===== src/sv/npc_pkg.sv =====
`default_nettype none

package npc_pkg;

  // default number of palette cells in the chain
  localparam int PaletteDepthDflt = 256;

  // field widths
  localparam int ColorW = 8;
  localparam int IndexW = 8;
  localparam int CountW = 9;
  localparam int DistW  = 18;
  localparam int SqW    = 2 * ColorW;

  // command codes
  localparam logic CMD_LOAD = 1'b0;
  localparam logic CMD_MAP  = 1'b1;

  // start value of the running minimum, above any real distance
  localparam logic [DistW-1:0] DIST_START = DistW'(3 * 256 * 256);

  // reset value of color_count
  localparam logic [CountW-1:0] COUNT_RESET = CountW'(256);

  // payload carried from cell to cell
  typedef struct packed {
    logic              cmd;
    logic [IndexW-1:0] entry_index;
    logic [ColorW-1:0] red;
    logic [ColorW-1:0] green;
    logic [ColorW-1:0] blue;
    logic              last_pixel;
    logic [IndexW-1:0] best_idx;
    logic [DistW-1:0]  best_dist;
  } stage_data_t;

  // one slot of the chain: valid flag plus payload
  typedef struct packed {
    logic        valid;
    stage_data_t data;
  } stage_t;

endpackage

`default_nettype wire


===== src/sv/npc_cell.sv =====
`default_nettype none

module npc_cell import npc_pkg::*; #(
  parameter int INDEX = 0
) (
  input  logic              clk_i,
  input  logic              rst_ni,
  input  logic              en_i,
  input  logic [CountW-1:0] color_count_i,
  input  stage_t            prev_i,
  output stage_t            next_o
);

  logic [3*ColorW-1:0] entry_q;
  logic                valid_q;
  stage_data_t         data_q;
  stage_data_t         data_d;

  logic [ColorW-1:0] dr, dg, db;
  logic [SqW-1:0]    sq_r, sq_g, sq_b;
  logic [DistW-1:0]  entry_dist;
  logic              is_load, is_map, in_search;

  // command decode for the item in front of this cell
  assign is_load   = prev_i.valid && (prev_i.data.cmd == CMD_LOAD);
  assign is_map    = prev_i.data.cmd == CMD_MAP;
  assign in_search = color_count_i > CountW'(INDEX);

  // absolute component differences against the stored entry
  assign dr = (entry_q[23:16] > prev_i.data.red) ? entry_q[23:16] - prev_i.data.red
                                                 : prev_i.data.red - entry_q[23:16];
  assign dg = (entry_q[15:8] > prev_i.data.green) ? entry_q[15:8] - prev_i.data.green
                                                  : prev_i.data.green - entry_q[15:8];
  assign db = (entry_q[7:0] > prev_i.data.blue) ? entry_q[7:0] - prev_i.data.blue
                                                : prev_i.data.blue - entry_q[7:0];

  // squared distance
  assign sq_r       = SqW'(dr) * SqW'(dr);
  assign sq_g       = SqW'(dg) * SqW'(dg);
  assign sq_b       = SqW'(db) * SqW'(db);
  assign entry_dist = DistW'(sq_r) + DistW'(sq_g) + DistW'(sq_b);

  // running minimum update, first entry wins on ties
  always_comb begin
    data_d = prev_i.data;
    if (is_map && in_search && (entry_dist < prev_i.data.best_dist)) begin
      data_d.best_idx  = IndexW'(INDEX);
      data_d.best_dist = entry_dist;
    end
  end

  // palette entry owned by this cell, written by a passing load
  always_ff @(posedge clk_i) begin
    if (en_i && is_load && (prev_i.data.entry_index == IndexW'(INDEX))) begin
      entry_q <= {prev_i.data.red, prev_i.data.green, prev_i.data.blue};
    end
  end

  // slot valid
  always_ff @(posedge clk_i or negedge rst_ni) begin
    if (!rst_ni) begin
      valid_q <= 1'b0;
    end else if (en_i) begin
      valid_q <= prev_i.valid;
    end
  end

  // slot payload
  always_ff @(posedge clk_i) begin
    if (en_i) begin
      data_q <= data_d;
    end
  end

  assign next_o.valid = valid_q;
  assign next_o.data  = data_q;

endmodule

`default_nettype wire


===== config.mk =====
export PLATFORM = sky130hd
export DESIGN_NAME = npc_cell
export DESIGN_NICKNAME = d
export VERILOG_FILES = /design/src/sv/npc_pkg.sv /design/src/sv/npc_cell.sv
export SDC_FILE = /design/constraint.sdc
export NUM_CORES = 1
export LEC_CHECK = 0
export BUFFER_PORTS_ARGS = -buffer_cell sky130_fd_sc_hd__clkbuf_2
export CAP_MARGIN = 20
export CORE_ASPECT_RATIO = 0.8
export CORE_MARGIN = 1
export CORE_UTILIZATION = 45
export DETAILED_ROUTE_END_ITERATION = 16
export PLACE_DENSITY = 0.64
export SYNTH_ARGS = -nofsm -noshare
export SYNTH_HDL_FRONTEND = slang
export SYNTH_SLANG_ARGS = --single-unit

===== constraint.sdc =====
create_clock -name clk_i -period 11.55 [get_ports clk_i]
set_input_delay 0.5775 -clock clk_i [delete_from_list [all_inputs] [get_ports clk_i]]
set_output_delay 0.5775 -clock clk_i [all_outputs]
set_load 0.02 [all_outputs]

Yosys cells after proc, flatten, opt, wreduce, memory -nomap -nowiden. Index checks and enable logic that the tools add are counted.

Muxes and demuxes: 4. Order comparisons: 5. Bitwise gates (word level): 1. Reductions and logical operators: 6. Add/sub/neg operators: 8. Multipliers: 3.

Operators with widths (number): $mul A8 B8 Y16 (3); $sub A8 B8 Y8 (6); $gt A8 B8 Y1 (3); $mux W8 (3); $add A17 B16 Y18 (1); $lt A18 B18 Y1 (1); $mux W18 (1); $add A16 B16 Y17 (1); $gt A9 B1 Y1 const B (1); $logic_not A8 Y1 (1); $logic_and A1 B1 Y1 (5); $not A1 Y1 (1).

Flip-flop bits (word level): 85. Input bits: 73. Word-level logic and storage cells: 37. Output and inout bits: 61.

Longest topological paths before layout.
Depth after elaboration: 8. Mapped depth: 41. Depth with buffers taken out: 40.

Least setup slack after synthesis. Ideal clock, no wire load.

Kind: input to register. From: in prev_i[47] (netlist bit). To: reg data_q, in the netlist next_o[10] (data pin). Data required time: 11290 ps. Stages on the path: 34. Data arrival time: 9379 ps. Setup slack: 1911 ps. Library setup time: 260 ps. Cells stage by stage: inv_1 > ha_1 > buf_2 > and3_1 > a221oi_2 > o21a_2 > a21oi_4 > mux2_2 > xnor2_4 > inv_2 > nor2_1 > fa_1 > fa_1 > inv_1 > fa_1 > fa_1 > inv_1 > fa_1 > fa_1 > inv_1 > fa_1 > inv_1 > ha_1 > and3_1 > a221o_1 > a41oi_2 > o221ai_1 > a21oi_1 > xnor2_1 > ha_1 > nand4_1 > o31ai_2 > buf_2 > mux2_2.

RTL lines: start, declared (RTL line npc_cell.sv:10) `input stage_t prev_i,`; end signal, assigned (RTL line npc_cell.sv:71) `data_q <= data_d;`; end, declared (RTL line npc_cell.sv:16) `stage_data_t data_q;`.

==> impl_results.md <==
- Vias in the first global route: 7536
- GP Congestion: 0.845
- Final setup viols: 0
- Share of layout cells above drive strength 1: 0.177
- Area share of xor/xnor cells in the synthesized design: 0.0351
- Clock Tree Root: clkbuf_16
- Slew Limit Headroom: 0.474
- Ports: 134
- Buffer count from post-CTS setup fixing: 0
- Post-Synth Simple-Gate Area: 0.0872
- Drt first pass iters: 5
- Die Height: 141 um
- Compound-cell area share of the yosys netlist: 0.0831
- Worst-path clk slew: 0.08 ns
- Remaining DRCs: 0
- Max Clock Freq: 97.3 MHz
- GRT overflow: 0
- Die X: 175 um
- Synth warnings: 0
- CP Buf/Inv Count: 8
- Adder-Cell Fraction of Synth Area: 0.421
- Largest net degree at the start of global routing: 35
- Clock Path Buffers: 2
- Vias per inst: 4.92
- Number of flops mapped to enable cells by yosys: 84
- FF+latch count, synth: 85
- DRT iter0 DRCs: 303
- Syn nets: 1405
- First-pass GRT wire length: 37.6 mm
- Syn_area_per_cell: 10.3 um2
- Top_reg_cell synth: edfxtp_1
- R2r setup slk: 1.27 ns
- Worst r2r src: entry_q[16]
- Least-Margin Pin Slew: 0.783 ns
- Core box area: 23500 um2
- RR Endpoint: next_o[5]
- Filler cells: 2202
- Tot GR Track Use: 0.194
- Period utilisation layout: 0.890
- Sum Neg Setup Slack: 0 ns
- CP max stage cell: a2111oi_1
- Post-synthesis mux area share: 0.0361
- Final Hold Fails: 0
- Worst Hold Endpoint: next_o[26]
- Largest family of logic cells by synthesized area: adder cells
- Crit start category: flop
- Crit Path Max Fanout: 23
- Top cell type's share of synthesized area: 0.258
- Cells on worst reg2reg path: 38
- Hold Path Origin: prev_i[26]
- Clk sink count: 85
- Crit end category: flop
- Post-DP HPWL: 18.7 mm
- Port Buffers: 133
- RSZ-0062 raised after global routing: no
- CTS HTree Levels: 3
- Total CTS buffers: 9
- WHS Path Cells: 1
- Initial Util: 0.460
- Worst Hold Class: in -> reg
- Wire per inst: 14.7 um
- Layout area overhead: 13.2%
- Initial antenna violation count: 0
- # rows: 50
- Skew final: 0.0139 ns
- Min Tclk post-route: 10.28 ns
- Register area share after synthesis: 0.236
- Critical Path Most Common Cell: fa_1
- Setup CP Type: reg -> reg
- Yosys top cell by area: fa_1
- CTS tree: built
- Die area: 24600 um2
- Critical path's top delay family: adder cells
- Synth area leaders: fa_1 (26%), edfxtp_1 (23%), ha_1 (16%), inv_1 (9.2%), nor2_1 (2.8%)
- Clock latency at the later pin of the worst-skew pair: 0.37 ns
- Nets@finish: 1549
- CP arrival: 10.40 ns
- Cells after Synth: 1052
- Status: finished, final reports clean
- Post-synthesis cell area: 10800 um2
- MaxCap Viol Count: 0
- Synth async-reset ratio: 0.0118
- Post-route ant nets: 0
- WL final: 22.3 mm
- Antenna diode count: 0
- Req. time, crit path: 11.67 ns
- DR vias: 7444
- Crit path largest cell delay: 0.60 ns
- Count of different cell masters after synthesis: 64
- Final Max Slew Viols: 0
worst reg2reg max path: cells and delay by family, from the launching register on:
kind	cells	cell delay, ns
XOR/XNOR	1	0.46
AO/OA/AOI/OAI	11	2.61
adder cells (fa/ha/maj)	11	4.84
multiplexers	2	0.60
buffers and inverters	8	0.61
AND/OR/NAND/NOR	5	0.52
flip-flops	1	0.40
cells by family (layout without fill, tap and decap cells):
family                     after synthesis  after routing
muxes                                   36             36
adders and majority gates              280            280
and+or+nand+nor                        197            197
AOI/OAI and AO/OA                      131            131
DFF                                     85             85
xor gates and xnor gates                36             36
buffers and inverters                  287            436
registers in the layout, summed over array words and instances, names as in the netlist:
signal	count
entry_q	24
next_o	60
valid_q	1
what timing repair did:
| item | in CTS | in global routing |
|---|---|---|
| setup endpoints to repair | 0 | 0 |
| gates resized for setup | 0 | 0 |
| hold buffers | 1 | 0 |
| endpoints found under the hold margin | 1 | 0 |
cell type report:
cell class | instances | area, um2 | area share
multi-input cells | 680 | 7170 | 0.586
flip-flops and latches | 85 | 2550 | 0.208
inverters | 270 | 1010 | 0.0829
clock inverters | 7 | 76.3 | 0.00624
repair buffers | 150 | 803 | 0.0657
well taps | 312 | 390 | 0.0319
clock buffers | 9 | 225 | 0.0184
synthesized netlist by cell type (4+ instances only):
cell type,number
nand2_1,35
a21o_1,18
inv_1,266
a21boi_0,4
mux2i_1,14
ha_1,141
nor3_1,4
fa_1,139
or2_1,5
a21oi_1,46
and3_1,5
o21bai_1,8
nor2_1,82
nand3_1,5
nand4_1,8
nand2b_1,17
mux2_2,20
edfxtp_1,84
and2_1,14
a211oi_1,6
inv_2,4
o21ai_0,17
buf_2,9
nor2b_1,9
clkbuf_1,5
xor2_1,11
xnor2_1,18
stage by stage:
step                      utilization  cells  setup slack (ns)  hold WS [ns]  area [um2]
after floorplan                     -   1052              1.91         0.282       10800
after global placement          0.507   1495             0.903         0.354       11900
after detailed placement        0.507   1495             0.719         0.355       11900
after CTS                       0.521   1512             0.961         0.364       12200
after global routing            0.521   1513             0.700         0.373       12200
final                           0.521   1513              1.27         0.384       12200
metal layers:
metal,up-vias,global-route usage,routed length (um)
li1,3640,-,-
met1,3618,0.288,11000
met2,172,0.302,10000
met3,14,0.0266,1000
met4,0,0.0421,195
met5,-,0,0
worst max-delay path by stage:
stage                     start          to  slack, ns  cells past startpoint
global route        entry_q[16]  next_o[17]       0.70                     37
CTS                 entry_q[16]   next_o[5]       0.96                     34
global placement     prev_i[47]   next_o[0]       0.90                     33
finish              entry_q[16]   next_o[5]       1.27                     38
detailed placement   prev_i[47]   next_o[5]       0.72                     33
floorplan            prev_i[47]  next_o[10]       1.91                     34
placed cells by master, fill, tap and decap left out, types with 4 or more instances in the layout:
master	netlist	final
a211oi_1	6	6
a21boi_0	4	4
a21o_1	18	18
a21oi_1	46	46
and2_1	14	14
and3_1	5	5
buf_4	2	15
clkbuf_16	0	9
clkbuf_2	1	132
edfxtp_1	84	84
fa_1	139	139
ha_1	141	141
inv_1	266	266
inv_2	4	4
mux2_2	20	20
mux2i_1	14	14
nand2_1	35	35
nand2b_1	17	17
nand3_1	5	5
nand4_1	8	8
nor2_1	82	82
nor2b_1	9	9
nor3_1	4	4
o21ai_0	17	17
o21bai_1	8	8
or2_1	5	5
xnor2_1	18	18
xor2_1	11	11
Power is left out: the tool's default activity adds up to more than one toggle a clock period on the data nets, which glitch-free logic cannot reach.
